$ cat config.mk
export PLATFORM = sky130hd
export DESIGN_NAME = start_code_scan_unescape_framer_top_flat
export DESIGN_NICKNAME = d
export VERILOG_FILES = /design/src/hdl/scuf_pkg.sv /design/src/hdl/scuf_stream_if.sv /design/src/hdl/scuf_matcher.sv /design/src/hdl/scuf_out_skid.sv /design/src/hdl/start_code_scan_unescape_framer_top.sv /design/src/flat_wrapper.sv
export SDC_FILE = /design/constraint.sdc
export NUM_CORES = 1
export LEC_CHECK = 0
export BUFFER_PORTS_ARGS = -buffer_cell sky130_fd_sc_hd__clkbuf_2
export CAP_MARGIN = 20
export CELL_PAD_IN_SITES_DETAIL_PLACEMENT = 1
export CELL_PAD_IN_SITES_GLOBAL_PLACEMENT = 2
export CORE_MARGIN = 2
export CORE_UTILIZATION = 35
export CTS_CLUSTER_DIAMETER = 40
export DETAILED_ROUTE_END_ITERATION = 16
export PLACE_DENSITY_LB_ADDON = 0.25
export REMOVE_ABC_BUFFERS = 1
export SLEW_MARGIN = 20
export SYNTH_ARGS = -nofsm -noshare
export SYNTH_HDL_FRONTEND = slang
export SYNTH_SLANG_ARGS = --single-unit
$ cat constraint.sdc
create_clock -name clock -period 3.3 [get_ports clock]
set_input_delay 0.66 -clock clock [delete_from_list [all_inputs] [get_ports clock]]
set_output_delay 0.66 -clock clock [all_outputs]
set_load 0.1 [all_outputs]
$ cat src/hdl/scuf_pkg.sv
`timescale 1ns / 1ps

package scuf_pkg;

   localparam int HEADER_BYTES_DEFAULT = 37;

   // opcode field codes
   localparam logic OP_DATA = 1'b0;
   localparam logic OP_END  = 1'b1;

   // byte values the matcher looks at
   localparam logic [7:0] BYTE_ZERO     = 8'h00;
   localparam logic [7:0] BYTE_ONE      = 8'h01;
   localparam logic [7:0] BYTE_EMULATE  = 8'h03;
   localparam logic [7:0] SC_SLICE      = 8'h0B;
   localparam logic [7:0] SC_FIELD      = 8'h0C;
   localparam logic [7:0] SC_FRAME      = 8'h0D;

   typedef enum logic [1:0] {
      MATCH_NONE      = 2'd0,
      MATCH_ONE_ZERO  = 2'd1,
      MATCH_TWO_ZEROS = 2'd2,
      MATCH_ONE       = 2'd3
   } match_type;

   typedef struct packed {
      logic       opcode;
      logic [7:0] data_byte;
   } req_type;

   typedef struct packed {
      logic       header_byte_valid;
      logic [7:0] header_byte;
      logic [5:0] header_position;
      logic       header_ready;
      logic [7:0] header_kind;
      logic [5:0] header_length;
      logic       sc_detected;
      logic [7:0] start_code_suffix;
      logic       frame_boundary;
      logic       picture_open;
   } rsp_type;

endpackage

$ cat src/hdl/scuf_stream_if.sv
`timescale 1ns / 1ps

interface scuf_stream_if #(
   parameter type payload_type = logic
);
   logic        valid;
   logic        ready;
   payload_type payload;

   modport source (output valid, output payload, input ready);
   modport sink (input valid, input payload, output ready);
endinterface

$ cat src/hdl/scuf_matcher.sv
`timescale 1ns / 1ps

module scuf_matcher #(
   parameter int HEADER_BYTES = scuf_pkg::HEADER_BYTES_DEFAULT
) (
   input  logic              clock,
   input  logic              reset,
   input  logic              accept,
   input  scuf_pkg::req_type req_item,
   output scuf_pkg::rsp_type rsp_item
);

   localparam int CountWidth = $clog2(HEADER_BYTES + 1);
   localparam logic [CountWidth-1:0] CountLimit = CountWidth'(HEADER_BYTES);

   scuf_pkg::match_type   match_ff, match_in;
   logic [CountWidth-1:0] count_ff, count_in;
   logic [7:0]            kind_ff, kind_in;
   logic                  picture_ff, picture_in;

   logic                  capturing;
   logic                  keep;
   logic                  found;
   logic [CountWidth+5:0] count_wide;
   logic [CountWidth+5:0] count_in_wide;
   logic [7:0]            data;

   always_ff @(posedge clock) begin
      if (reset) begin
         match_ff   <= scuf_pkg::MATCH_NONE;
         count_ff   <= '0;
         kind_ff    <= '0;
         picture_ff <= 1'b0;
      end else if (accept) begin
         match_ff   <= match_in;
         count_ff   <= count_in;
         kind_ff    <= kind_in;
         picture_ff <= picture_in;
      end
   end

   always_comb begin
      data          = req_item.data_byte;
      match_in      = match_ff;
      count_in      = count_ff;
      kind_in       = kind_ff;
      picture_in    = picture_ff;
      rsp_item      = '0;
      keep          = 1'b1;
      found         = 1'b0;
      capturing     = (count_ff < CountLimit);
      count_wide    = {6'd0, count_ff};
      count_in_wide = '0;

      if (req_item.opcode == scuf_pkg::OP_END) begin
         if (picture_ff) begin
            rsp_item.header_ready   = 1'b1;
            rsp_item.header_kind    = kind_ff;
            rsp_item.header_length  = count_wide[5:0];
            rsp_item.frame_boundary = 1'b1;
         end
      end else begin
         unique case (match_ff)
            scuf_pkg::MATCH_ONE: begin
               found    = 1'b1;
               match_in = scuf_pkg::MATCH_NONE;
            end
            scuf_pkg::MATCH_TWO_ZEROS: begin
               if (data == scuf_pkg::BYTE_ONE) begin
                  match_in = scuf_pkg::MATCH_ONE;
               end else if (data != scuf_pkg::BYTE_ZERO) begin
                  match_in = scuf_pkg::MATCH_NONE;
                  // emulation prevention byte, only dropped while capturing
                  if (data == scuf_pkg::BYTE_EMULATE) begin
                     keep = 1'b0;
                  end
               end
            end
            scuf_pkg::MATCH_ONE_ZERO: begin
               match_in = (data == scuf_pkg::BYTE_ZERO) ? scuf_pkg::MATCH_TWO_ZEROS
                                                        : scuf_pkg::MATCH_NONE;
            end
            scuf_pkg::MATCH_NONE: begin
               match_in = (data == scuf_pkg::BYTE_ZERO) ? scuf_pkg::MATCH_ONE_ZERO
                                                        : scuf_pkg::MATCH_NONE;
            end
            default: begin
               match_in = scuf_pkg::MATCH_NONE;
            end
         endcase

         if (capturing && keep) begin
            rsp_item.header_byte_valid = 1'b1;
            rsp_item.header_byte       = data;
            rsp_item.header_position   = count_wide[5:0];
            count_in                   = count_ff + CountWidth'(1);
         end

         if (found) begin
            // suffix byte counts toward the finished header
            count_in_wide              = {6'd0, count_in};
            rsp_item.header_ready      = 1'b1;
            rsp_item.header_kind       = kind_ff;
            rsp_item.header_length     = count_in_wide[5:0];
            rsp_item.sc_detected       = 1'b1;
            rsp_item.start_code_suffix = data;
            kind_in                    = data;
            count_in                   = '0;
            if (!picture_ff && (data == scuf_pkg::SC_FRAME || data == scuf_pkg::SC_FIELD)) begin
               picture_in = 1'b1;
            end else if (picture_ff && data != scuf_pkg::SC_FIELD
                         && data != scuf_pkg::SC_SLICE) begin
               rsp_item.frame_boundary = 1'b1;
               picture_in              = (data == scuf_pkg::SC_FRAME);
            end
         end
      end

      rsp_item.picture_open = picture_in;
   end

   a_count_in_range: assert property (@(posedge clock) disable iff (reset)
      count_ff <= CountLimit)
      else $error("capture count beyond header size");

   a_found_reports_header: assert property (@(posedge clock) disable iff (reset)
      rsp_item.sc_detected |-> rsp_item.header_ready)
      else $error("start code without finished header");

   a_picture_holds_when_idle: assert property (@(posedge clock) disable iff (reset)
      (!accept && !reset) |=> $stable(picture_ff))
      else $error("picture state moved without a beat");

   a_found_clears_count: assert property (@(posedge clock) disable iff (reset)
      (accept && rsp_item.sc_detected) |=> (count_ff == '0
                                            && match_ff == scuf_pkg::MATCH_NONE))
      else $error("start code did not restart capture");

endmodule

$ cat src/hdl/scuf_out_skid.sv
`timescale 1ns / 1ps

module scuf_out_skid (
   input  logic              clock,
   input  logic              reset,
   input  logic              in_valid,
   output logic              in_ready,
   input  scuf_pkg::rsp_type in_item,
   output logic              out_valid,
   input  logic              out_ready,
   output scuf_pkg::rsp_type out_item
);

   logic              out_valid_ff;
   logic              skid_valid_ff;
   scuf_pkg::rsp_type out_ff;
   scuf_pkg::rsp_type skid_ff;
   logic              take;
   logic              push;

   assign in_ready  = !skid_valid_ff;
   assign out_valid = out_valid_ff;
   assign out_item  = out_ff;
   assign take      = out_valid_ff && out_ready;
   assign push      = in_valid && in_ready;

   always_ff @(posedge clock) begin
      if (reset) begin
         out_valid_ff  <= 1'b0;
         skid_valid_ff <= 1'b0;
      end else if (skid_valid_ff) begin
         if (take) begin
            skid_valid_ff <= 1'b0;
         end
      end else if (push) begin
         if (out_valid_ff && !take) begin
            skid_valid_ff <= 1'b1;
         end else begin
            out_valid_ff <= 1'b1;
         end
      end else if (take) begin
         out_valid_ff <= 1'b0;
      end
   end

   always_ff @(posedge clock) begin
      if (skid_valid_ff) begin
         if (take) begin
            out_ff <= skid_ff;
         end
      end else if (push) begin
         if (out_valid_ff && !take) begin
            skid_ff <= in_item;
         end else begin
            out_ff <= in_item;
         end
      end
   end

   a_skid_behind_out: assert property (@(posedge clock) disable iff (reset)
      skid_valid_ff |-> out_valid_ff)
      else $error("skid entry without output entry");

   a_skid_drains: assert property (@(posedge clock) disable iff (reset)
      (skid_valid_ff && take) |=> (!skid_valid_ff && out_valid_ff))
      else $error("skid entry lost on drain");

   a_stall_fills_skid: assert property (@(posedge clock) disable iff (reset)
      (push && out_valid_ff && !take) |=> skid_valid_ff)
      else $error("beat dropped while output stalled");

endmodule

$ cat src/hdl/start_code_scan_unescape_framer_top.sv
`timescale 1ns / 1ps

// channel    modport  beat contents
// req_chan   sink     opcode, data_byte
// rsp_chan   source   header byte, finished header, start code, frame flags
//
// one beat accepted per cycle while req_chan is ready; each beat gives one registered result beat
// the matcher and capture counter compute their next state combinationally
// between the input port and the output register
// reset clears the matcher, capture count, header kind and picture flag
// an output register plus one skid entry keep req_chan ready for one beat
// after rsp_chan stalls; ready drops only while both are full

module start_code_scan_unescape_framer_top #(
   parameter int HEADER_BYTES = scuf_pkg::HEADER_BYTES_DEFAULT
) (
   input logic         clock,
   input logic         reset,
   scuf_stream_if.sink   req_chan,
   scuf_stream_if.source rsp_chan
);

   scuf_pkg::req_type req_item;
   scuf_pkg::rsp_type rsp_item;
   scuf_pkg::rsp_type out_item;
   logic              accept;

   assign req_item         = req_chan.payload;
   assign accept           = req_chan.valid && req_chan.ready;
   assign rsp_chan.payload = out_item;

   scuf_matcher #(
      .HEADER_BYTES(HEADER_BYTES)
   ) u_matcher (
      .clock   (clock),
      .reset   (reset),
      .accept  (accept),
      .req_item(req_item),
      .rsp_item(rsp_item)
   );

   scuf_out_skid u_out_skid (
      .clock    (clock),
      .reset    (reset),
      .in_valid (req_chan.valid),
      .in_ready (req_chan.ready),
      .in_item  (rsp_item),
      .out_valid(rsp_chan.valid),
      .out_ready(rsp_chan.ready),
      .out_item (out_item)
   );

endmodule

$ cat src/flat_wrapper.sv
// flat-port wrapper written by rule: the top's interface ports become plain ports
module start_code_scan_unescape_framer_top_flat 
#(
   parameter int HEADER_BYTES = scuf_pkg::HEADER_BYTES_DEFAULT
)
  (clock, reset, req_chan_valid, req_chan_payload, req_chan_ready, rsp_chan_valid, rsp_chan_payload, rsp_chan_ready);
  scuf_stream_if #(.payload_type(scuf_pkg::req_type)) req_chan_i ();
  scuf_stream_if #(.payload_type(scuf_pkg::rsp_type)) rsp_chan_i ();
  input logic clock;
  input logic reset;
  input wire logic [$bits(req_chan_i.valid)-1:0] req_chan_valid;
  input wire logic [$bits(req_chan_i.payload)-1:0] req_chan_payload;
  output wire logic [$bits(req_chan_i.ready)-1:0] req_chan_ready;
  output wire logic [$bits(rsp_chan_i.valid)-1:0] rsp_chan_valid;
  output wire logic [$bits(rsp_chan_i.payload)-1:0] rsp_chan_payload;
  input wire logic [$bits(rsp_chan_i.ready)-1:0] rsp_chan_ready;
  assign req_chan_i.valid = req_chan_valid;
  assign req_chan_i.payload = req_chan_payload;
  assign req_chan_ready = req_chan_i.ready;
  assign rsp_chan_valid = rsp_chan_i.valid;
  assign rsp_chan_payload = rsp_chan_i.payload;
  assign rsp_chan_i.ready = rsp_chan_ready;
  start_code_scan_unescape_framer_top #(.HEADER_BYTES(HEADER_BYTES)) u_core (.clock(clock), .reset(reset), .req_chan(req_chan_i), .rsp_chan(rsp_chan_i));
endmodule
======== Word-level counts from Yosys, hierarchy flattened ========
Cells that the tools add are included.
storage, ports and cells
  input bits .............................. 13
  output and inout bits ................... 43
  word-level logic and storage cells ...... 104
  flip-flop bits (word level) ............. 101
cells by class
  eq/ne operators ......................... 13
  muxes and demuxes ....................... 39
  reduce and logical (&&, ||, !) cells .... 22
  $lt $le $gt $ge ......................... 1
  $add $sub $neg .......................... 1
  bitwise operators ....................... 2
operators with widths
  kind                                               number
  2-to-1 mux 41 bit                                  4
  2-to-1 mux 15 bit                                  4
  2-to-1 mux 25 bit                                  1
  2-to-1 mux 1 bit                                   23
  == test 8 x 4 -> 1 bit, second input constant      2
  != test 8 x 4 -> 1 bit, second input constant      2
  AND reduction 3 bit                                5
  2-to-1 mux 6 bit                                   2
  2-to-1 mux 9 bit                                   1
  == test 8 x 1 -> 1 bit, second input constant      1
  == test 8 x 2 -> 1 bit, second input constant      1
  zero test 8 bit                                    1
  one-hot mux 2 bit (4 select lines)                 1
  nonzero test 8 bit                                 1
  logical AND 1 bit                                  7
  adder 6 x 1 -> 6 bit, second input constant        1
  less-than comparator 6 bit, second input constant  1
  2-to-1 mux 2 bit                                   3
  == test 2 bit, second input constant               2
  != test 2 bit, second input constant               2
  nonzero test 2 bit                                 2
  zero test 1 bit                                    3
  != test 3 bit, second input constant               1
  == test 2 x 1 -> 1 bit, second input constant      1
  5 further kinds                                    6

======== Depth between registers and ports, before layout ========
Gate-level depths: netlist (run 1).
  depth in word-level cells ............... 13
  depth in mapped cells ................... 9
  gate-level depth less buffers ........... 9

======== Hierarchy ========
A second synthesis (run 1) with hierarchy kept.
unflattened totals
  cell total of the unflattened synthesis .. 323
  area total of the unflattened synthesis .. 4568.1 um2
by module, submodules not included
  module                               times used  cells each  seq. area each (um2)  area each (um2)
  scuf_out_skid                        1           141         2502.4                3240.6
  scuf_matcher                         1           181         340.3                 1321.3
  start_code_scan_unescape_framer_top  1           1           0.0                   6.3

======== Worst setup path before layout (run 1) ========
OpenSTA, ideal clock, no wires.
  path type ............................... register -> register
  start point ............................. register u_core.u_out_skid.out_valid_ff, in the netlist u_core.u_out_skid.out_valid
  end point ............................... register u_core.u_out_skid.out_ff, in the netlist u_core.u_out_skid.out_item[0] (enable)
  arrival time ............................ 3.195 ns
  library setup time ...................... 0.453 ns
  cell stages (with the launch flop) ...... 3
  period minus slack after synthesis ...... 3.648 ns
  required time ........................... 2.847 ns
  setup slack ............................. -0.348 ns
  path buffers ............................ 0
  cells stage by stage .................... dfxtp_1 > a21oi_1 > a21oi_1
between the ends
  cells in the longest elaborated chain, start to end .. 5
  elaborated cells on any way between the ends .. 6
  classes of those cells .................. eq/ne (2); reduce/logical (4)
RTL lines
  element                            line                 text
  start: declaration                 scuf_out_skid.sv:14  logic out_valid_ff;
  start signal: assignment           scuf_out_skid.sv:29  out_valid_ff <= 1'b0;
  start signal: assignment           scuf_out_skid.sv:39  out_valid_ff <= 1'b1;
  start signal: assignment           scuf_out_skid.sv:42  out_valid_ff <= 1'b0;
  logical AND 1 bit                  scuf_out_skid.sv:24  assign take = out_valid_ff && out_ready;
  zero test 1 bit                    scuf_out_skid.sv:52  if (out_valid_ff && !take) begin
  logical AND 1 bit                  scuf_out_skid.sv:52
  != test 2 bit (no line)            n/a
  AND reduction 3 bit (no line) (*)  n/a
  end signal: assignment             scuf_out_skid.sv:49  out_ff <= skid_ff;
  end signal: assignment             scuf_out_skid.sv:55  out_ff <= in_item;
  end: declaration                   scuf_out_skid.sv:16  scuf_pkg::rsp_type out_ff;
Every way passes the cells marked *; elsewhere a longest branch is shown, timed or not.
A chain may end at the register's enable or synchronous reset.

==> flow_summary.ini, run 1 <==
[final_layout]
n_fill_cell = 1277
fin_nets = 404
final_common_cell = edfxtp_1
final_cells = 561
drive_gt1_share_pct = 30.3
n_antenna_cell = 0
final_cell_mix = edfxtp_1, clkbuf_2, nand2_1, mux2_2, and2_1
final_util_pct = 42.4
area_growth_pct = 17.9

[yosys]
yosys_warnings = 0
seq_area_frac_synth_pct = 65.5
synth-simple-area-share_pct = 13.8
synth_xor_area_share_pct = 0.404
synthMuxAreaShare_pct = 9.14
netlist_area_um2 = 4340
synthCells = 334
syn_area_per_cell_um2 = 13.0
ys_ff_latch = 101
synth_compound_area_share_pct = 7.64
async_flop_share_pct = 0
yosys.cell_types.count = 47
synth_ff_type = edfxtp_1
synth_top_family_by_area = simple AND/OR/NAND/NOR gates
synth_edf_count = 82
synthAdderAreaFrac_pct = 0.865

[grt]
use_met1_pct = 21.4
use_met3_pct = 3.06
grt_max_degree = 41
busiest_layer = met2
globalRouteMet2Util_pct = 24.8
grt_usage_pct = 16.0
grt_pass1_vias = 2875
grt_first_pass_wirelength_mm = 15.8
globalRoute.totalOverflow = 0
antenna_found_initial = 0

[die]
rows = 40
die_w_um = 115
coreArea_um2 = 12100
dieArea_um2 = 13300
fp.dieH_um = 115
start_util_pct = 36.0
ios = 56

[routing]
vias_per_cell = 5.02
drt_wl_total_mm = 10.0
drt_pass1_iterations = 4
dr_total_vias = 2817
ant_nets = 0
drtIter0Drc = 123
drcViolationCount = 0
wire_per_inst_um = 17.9

[sta]
rsz0062_at_grt = false
clock.fmax_mhz = 390
final.period_utilization_pct = 77.8
tightest_slew_ns = 0.716
post-route-min-period_ns = 2.57
fin_skew_ns = 0.00694
setup_slack_ns = 0.734
setup_viol = 0
slew-limit-headroom_pct = 51.8
drv_slew = 0
hold_viol = 0

[clock_network]
cts_htree_levels = 3
ctsRootBufferMaster = clkbuf_16
cts_resized = 0
cts.clk_slew.worst_paths_ns = 0.07
hold_buffers = 0
tritoncts = done
clk_latency_ns = 0.35
postCtsSetupBuffers = 0
clockBufferDepth = 2
cts_inserted_buffers = 9
numClockSinks = 101

[critical_path]
critPathCaptureType = flop
crit_path_max_incr_delay_ns = 0.62
critPathKind = in -> reg
start_kind = primary input
crit_chain = clkbuf_2 -> or4b_1 -> nor3_4 -> nor2_1 -> ha_1 -> nand2_1 -> o21ai_0 -> mux2_2
worst_ep_required_time_ns = 3.40
critPathArrivalTime_ns = 2.66
cp_slowest_cell = or4b_1
crit_path_max_fanout = 9

[hold_path]
worstHoldPathType = reg -> reg

[status]
outcome = finished, final reports clean

[power]
max-vdd-ir-drop_uv = 191
totalPowerFinal_mw = 3.00
leakage_nw = 1.93
p_per_area_nw_per_um2 = 586

[placed_design]
place_hpwl_mm = 6.63
portBuffers = 55
placed_cells = 545
place_ws_ns = 0.370
gp_congestion = 0.808

[flow_run]
drv_cap = 0
==> critical path, delay by kind of cell <==
kind                       cells  cell delay, ns
AOI/OAI and AO/OA              1            0.11
adders and majority gates      1            0.33
muxes                          1            0.27
buffers and inverters          1            0.16
and+or+nand+nor                4            1.13
==> metrics by stage <==
step	setup TNS [ns]	area (um2)	hold WS, ns
6_report	0	5120	0.453
5_1_grt	0	5120	0.475
4_1_cts	0	5120	0.457
3_5_place_dp	0	4820	0.447
3_3_place_gp	0	4820	0.437
2_1_floorplan	-14.27	4250	0.426
==> layout make-up <==
| type | instances | area, um2 | share of cell area, % |
|---|---|---|---|
| tap | 168 | 210 | 4.11 |
| sequential | 101 | 2840 | 55.6 |
| multi-input combinational | 206 | 1390 | 27.2 |
| timing repair buffer | 62 | 340 | 6.65 |
| inverter | 8 | 30.0 | 0.587 |
| clock inverter | 7 | 73.8 | 1.44 |
| clock buffer | 9 | 225 | 4.40 |
==> sequential cells by signal, indices dropped and copies added (netlist names) <==
register                         cells
u_core.u_out_skid.skid_ff           41
u_core.u_matcher.picture_ff          1
u_core.u_matcher.kind_ff             8
u_core.u_matcher.match_ff            2
u_core.u_out_skid.out_item          41
u_core.u_out_skid.out_valid          1
u_core.u_matcher.count_ff            6
u_core.u_out_skid.skid_valid_ff      1
==> report_power, final <==
group,total [mW],internal [mW],switching [mW]
combinational,0.470,0.0724,0.397
clock,1.07,0.592,0.482
sequential,1.45,1.43,0.0209
==> per-layer routing <==
metal	share of wire [%]	vias to the layer above
met1	47	1394
met3	3.9	17
met2	47	66
li1	-	1340
met4	2.4	0
met5	0	-
==> cell families (layout without fill, tap and decap cells) <==
logic type	count (synthesis)	in the layout
AOI/OAI and AO/OA	52	52
xor gates and xnor gates	2	2
adders and majority gates	3	3
buffers and inverters	27	86
DFF	101	101
muxes	35	35
and+or+nand+nor	114	114
==> final timing paths <==
path                                               to  slack (ns)                                       from  depth (start not counted)
max          u_core.u_out_skid.out_item[11]$_DFFE_PP_        0.73                        req_chan_payload[2]                          8
min          u_core.u_matcher.kind_ff[1]$_SDFFE_PP0P_        0.45   u_core.u_matcher.kind_ff[1]$_SDFFE_PP0P_                          2
max reg2reg  u_core.u_out_skid.out_item[11]$_DFFE_PP_        0.82  u_core.u_matcher.match_ff[1]$_SDFFE_PP0P_                          7
min reg2reg  u_core.u_matcher.kind_ff[1]$_SDFFE_PP0P_        0.45   u_core.u_matcher.kind_ff[1]$_SDFFE_PP0P_                          2
==> cells in the mapped netlist (all sizes together), types with 2 or more instances <==
cell type | n | share of area [%]
nand4b | 2 | 0.40
nand2 | 40 | 3.5
dfxtp | 19 | 8.8
and3 | 3 | 0.46
nor4 | 3 | 0.43
inv | 8 | 0.69
mux2 | 34 | 8.9
ha | 3 | 0.87
nor2 | 12 | 1.0
buf | 6 | 0.81
clkbuf | 13 | 1.1
and2 | 27 | 4.0
a31oi | 6 | 1.0
nor3 | 7 | 1.1
nand2b | 3 | 0.43
nor2b | 4 | 0.58
edfxtp | 82 | 57
o31a | 2 | 0.40
o21ai | 9 | 1.0
nand3 | 5 | 0.58
or3 | 4 | 0.58
a21oi | 20 | 2.3
o31ai | 3 | 0.52
a41oi | 2 | 0.40
a311oi | 3 | 0.61
Note: power is estimated with default switching activity, not from simulation.
==> run 2: changes to the inputs <==
==> constraint.sdc (replaced) <==
create_clock -name clock -period 2.1 [get_ports clock]
set_input_delay 0.42 -clock clock [delete_from_list [all_inputs] [get_ports clock]]
set_output_delay 0.42 -clock clock [all_outputs]
set_load 0.1 [all_outputs]
==> run 2 against run 1 <==
  * Sequential power increased by 57%
  * Non-clock buffer count increased by 39
  * Hold slack got worse by 0.17 ns
  * Highest routed layer unchanged
==> flow_summary.ini, run 2 (synthesized netlist as in run 1, its figures left out) <==
[power]
p_sw_share_pct = 30.3
max-vdd-ir-drop_uv = 325
power_frac_seq_pct = 49.1
leakage_nw = 2.14
switchingPower_mw = 1.41
power.internal_mw = 3.24
power_frac_comb_pct = 16.8
clkPwrFrac_pct = 34.1
p_per_area_nw_per_um2 = 855

[sta]
slew-limit-headroom_pct = 63.9
tightest_slew_ns = 0.544
fin_setup_tns_ns = 0
setup_slack_ns = 0.0446
setup_viol = 0
post-route-min-period_ns = 2.06
hold_viol = 0
drv_slew = 0
final.period_utilization_pct = 97.9
clock.fmax_mhz = 487
fin_skew_ns = 0.00824

[die]
dieArea_um2 = 13300
die_w_um = 115
rows = 40
fp.dieH_um = 115
ios = 56
coreArea_um2 = 12100
start_util_pct = 36.0

[placed_design]
placed_cells = 582
placed_cell_area_um2 = 5120
portBuffers = 55
gp_congestion = 0.821
place_hpwl_mm = 7.12
place_ws_ns = -0.368

[critical_path]
critPathArrivalTime_ns = 2.15
critPathKind = reg -> reg
worst_ep_required_time_ns = 2.20
crit_path_max_fanout = 3
start_kind = flop
critPathCaptureType = flop

[clock_network]
hold_buffers = 0
cts_htree_levels = 3
clockBufferDepth = 2
cts_inserted_buffers = 9
tritoncts = done
ctsRootBufferMaster = clkbuf_16
numClockSinks = 101
cts.clk_slew.worst_paths_ns = 0.07
clk_latency_ns = 0.35

[hold_path]
worstHoldPathType = in -> reg

[flow_run]
drv_cap = 0

[grt]
grt_usage_pct = 16.5
globalRoute.totalOverflow = 0
antenna_found_initial = 0
grt_max_degree = 42
grt_first_pass_wirelength_mm = 16.5
grt_pass1_vias = 3072

[final_layout]
final_cell_mix = edfxtp_1, clkbuf_2, buf_4, nand2_1, mux2_2
final_cells = 600
n_fill_cell = 1312
drive_gt1_share_pct = 37.7
fin_nets = 443
final_common_cell = edfxtp_1
final_util_pct = 45.1
area_growth_pct = 25.4
final_area_um2 = 5440
multiInputGateArea_um2 = 1410
seq_area_um2 = 2840
n_antenna_cell = 0

[routing]
dr_total_vias = 2965
wire_per_inst_um = 17.1
ant_nets = 0
drcViolationCount = 0
vias_per_cell = 4.94
drt_wl_total_mm = 10.3
drtIter0Drc = 103
drt_pass1_iterations = 4

[status]
outcome = finished, final reports clean
[run 2: per-layer routing]
metal	vias to the layer above	wire, um	GRT usage, %
li1	1419	-	-
met3	12	239	2.58
met5	-	0	0
met4	0	197	6.99
met1	1475	4800	21.5
met2	59	5040	27.4
[run 2: metrics by stage]
step	hold WS [ns]	power, mW
after detailed placement	0.449	3.11
after CTS	0.275	4.71
after global placement	0.439	3.11
after global routing	0.284	4.80
after floorplan	0.426	2.92
final	0.281	4.65
[run 2: path summary, 6_finish.rpt]
kind,cells after the start,slack (ns),start,end
min,2,0.28,rsp_chan_ready,u_core.u_out_skid.skid_valid_ff$_SDFF_PP0_
min reg2reg,2,0.45,u_core.u_matcher.kind_ff[4]$_SDFFE_PP0P_,u_core.u_matcher.kind_ff[4]$_SDFFE_PP0P_
max,7,0.04,u_core.u_matcher.match_ff[0]$_SDFFE_PP0P_,u_core.u_out_skid.out_item[11]$_DFFE_PP_
max reg2reg,7,0.04,u_core.u_matcher.match_ff[0]$_SDFFE_PP0P_,u_core.u_out_skid.out_item[11]$_DFFE_PP_
[run 2: power by group through the flow]
stage / Sequential, mW / Combinational [mW] / Clock [mW]
after floorplan: 2.79 / 0.134 / 0
after global placement: 2.32 / 0.782 / 0
after detailed placement: 2.33 / 0.787 / 0
after CTS: 2.28 / 0.791 / 1.64
after global routing: 2.29 / 0.820 / 1.69
final: 2.28 / 0.782 / 1.59
[run 2: critical path: stages (launching register included)]
cell	delay, ns
dfxtp_1	0.32
or4b_4	0.52
nor3_4	0.19
nor2_2	0.07
ha_1	0.29
nand2_1	0.09
o21ai_2	0.07
mux2_2	0.26
[run 2: repair_timing]
action | CTS | global route
resized for setup | 4 | 2
pin swaps | 3 | 2
setup endpoints to repair | 5 | 14
setup buffers | 2 | 0
endpoints found under the hold margin | 0 | 0
[run 2: area by class of cell]
class                   count  area share (%)
clock buffers              10            4.39
multi-input cells         206            25.9
clock inverters             6           0.828
inverters                   8           0.552
repair buffers            101            12.1
well taps                 168            3.87
flip-flops and latches    101            52.3
==> run 3: changes to the inputs <==
--- a/config.mk
+++ b/config.mk
@@ -5,14 +5,14 @@
 export SDC_FILE = /design/constraint.sdc
 export NUM_CORES = 1
 export LEC_CHECK = 0
-export BUFFER_PORTS_ARGS = -buffer_cell sky130_fd_sc_hd__clkbuf_2
 export CAP_MARGIN = 20
 export CELL_PAD_IN_SITES_DETAIL_PLACEMENT = 1
 export CELL_PAD_IN_SITES_GLOBAL_PLACEMENT = 2
 export CORE_MARGIN = 2
-export CORE_UTILIZATION = 35
+export CORE_UTILIZATION = 39
 export CTS_CLUSTER_DIAMETER = 40
 export DETAILED_ROUTE_END_ITERATION = 16
+export DONT_BUFFER_PORTS = 1
 export PLACE_DENSITY_LB_ADDON = 0.25
 export REMOVE_ABC_BUFFERS = 1
 export SLEW_MARGIN = 20
==> run 3 against run 2 <==
  * Hold slack worse by 0.19 ns
  * Register-to-register slack about the same
  * Clock skew up 0.0028 ns
  * Sequential power about the same
  * Routed wire length about the same
  * Fmax up 0.28%
  * Highest routed layer unchanged
  * Combinational power down 2%
  * Critical path type unchanged
  * Sequential share of layout area up 1.6 points
  * Cell count down 9.2%
  * Critical endpoint is now u_core.u_out_skid.out_item[12]$_DFFE_PP_
==> flow_summary.ini, run 3 (synthesized netlist as in run 1, its figures left out) <==
[status]
outcome = finished, final reports clean

[routing]
vias_per_cell = 5.29
wire_per_inst_um = 18.9
drcViolationCount = 0
drtIter0Drc = 103
ant_nets = 0
dr_total_vias = 2885
drt_wl_total_mm = 10.3
drt_pass1_iterations = 4

[clock_network]
ctsRootBufferMaster = clkbuf_8
hold_buffers = 0
cts.clk_slew.worst_paths_ns = 0.10
tritoncts = done
numClockSinks = 101
clk_latency_ns = 0.38
cts_inserted_buffers = 9
cts_htree_levels = 3
clockBufferDepth = 2

[critical_path]
reg2regPathDepth = 6
r2r-end = u_core.u_out_skid.out_item[12]$_DFFE_PP_
regToRegStartpoint = u_core.u_matcher.match_ff[0]$_SDFFE_PP0P_
cp_slowest_cell = or4b_4
worst_ep_required_time_ns = 2.24
critPathArrivalTime_ns = 2.19
r2r_setup_slack_ns = 0.05
start_kind = flop
crit_chain = or4b_4 -> nor3_4 -> nor2_2 -> buf_4 -> a32o_1 -> mux2_2
critPathLaunch = u_core.u_matcher.match_ff[0]$_SDFFE_PP0P_
critPathCaptureType = flop
crit_path_max_incr_delay_ns = 0.51
crit_path_max_fanout = 4
crit_buf_inv = 1
critPathKind = reg -> reg
crit_family = simple AND/OR/NAND/NOR gates
crit_cells = 6

[final_layout]
final_area_um2 = 5280
final_util_pct = 48.7
final_cell_mix = edfxtp_1, buf_4, nand2_1, mux2_2, and2_1
drive_gt1_share_pct = 35.1
fin_nets = 416
area_growth_pct = 21.7
final_common_cell = edfxtp_1
n_antenna_cell = 0

[die]
coreArea_um2 = 10800
start_util_pct = 40.0
die_w_um = 109
rows = 38
dieArea_um2 = 12000
ios = 56
fp.dieH_um = 109

[hold_path]
min_delay_path_depth = 1
hp-start = reset
worstHoldPathType = in -> reg
whs_endpoint = u_core.u_matcher.kind_ff[1]$_SDFFE_PP0P_

[sta]
clock.fmax_mhz = 488
hold_viol = 0
fin_setup_tns_ns = 0
fin_skew_ns = 0.0111
tightest_slew_ns = 0.559
rsz0062_at_grt = true
drv_slew = 0
setup_viol = 0
slew-limit-headroom_pct = 62.7
post-route-min-period_ns = 2.05
final.period_utilization_pct = 97.6

[power]
totalPowerFinal_mw = 4.45
leakage_nw = 2.01
p_per_area_nw_per_um2 = 843
max-vdd-ir-drop_uv = 356

[placed_design]
placed_cell_area_um2 = 5000
portBuffers = 0
place_hpwl_mm = 6.90
gp_congestion = 0.887

[grt]
globalRoute.totalOverflow = 0
grt_max_degree = 25
grt_usage_pct = 18.3
grt_first_pass_wirelength_mm = 16.2
antenna_found_initial = 0
grt_pass1_vias = 3005

[flow_run]
drv_cap = 0
run 3: changes by cell type in the layout (fill, tap and decap cells not counted), moves of 3 or more:
cell / previous run / this run
buf_4: 44 / 72
inv_2: 0 / 3
clkbuf_2: 54 / 0
clkbuf_16: 9 / 0
inv_1: 8 / 5
clkbuf_8: 1 / 10
run 3: repair_timing:
action / 4_1_cts / 5_1_grt
gates cloned: 0 / 0
setup buffers: 1 / 2
resized for setup: 4 / 8
setup endpoints to repair: 3 / 14
pin swaps: 2 / 3
hold endpoints to repair: 0 / 0
run 3: worst max-delay path by stage:
stage                                                    end  slack, ns
finish              u_core.u_out_skid.out_item[12]$_DFFE_PP_       0.05
global route        u_core.u_out_skid.out_item[12]$_DFFE_PP_      -0.01
CTS                 u_core.u_out_skid.out_item[11]$_DFFE_PP_      -0.02
detailed placement  u_core.u_out_skid.out_item[11]$_DFFE_PP_      -0.27
global placement    u_core.u_out_skid.out_item[11]$_DFFE_PP_      -0.22
floorplan            u_core.u_out_skid.out_item[0]$_DFFE_PP_      -1.55
run 3: power by group:
part           switching [mW]  total (mW)  internal, mW  leakage [nW]
Sequential             0.0310        2.28          2.25         0.963
Combinational           0.608       0.766         0.158         0.938
Clock                   0.697        1.40         0.707         0.112
Total                    1.34        4.45          3.12          2.01
run 3: per-stage QoR:
step	worst slack [ns]	hold WS, ns	cells
3_5_place_dp	-0.267	0.439	526
3_3_place_gp	-0.222	0.433	526
4_1_cts	-0.0163	0.0784	543
2_1_floorplan	-1.55	0.426	315
5_1_grt	-0.0104	0.0785	545
6_report	0.0504	0.0915	545
run 3: routing by layer:
layer,track usage (%),up-vias,wire [um]
met5,0,-,0
met4,7.87,0,207
met3,3.50,15,418
met2,29.1,55,4920
met1,24.7,1453,4740
li1,-,1362,-
run 3: cell type report:
type,count,area (um2)
clock buffer,11,141
inverter,8,30.0
fill,1109,5560
timing repair buffer,74,581
sequential,101,2850
tap,140,175
multi-input combinational,206,1430
clock inverter,5,81.3
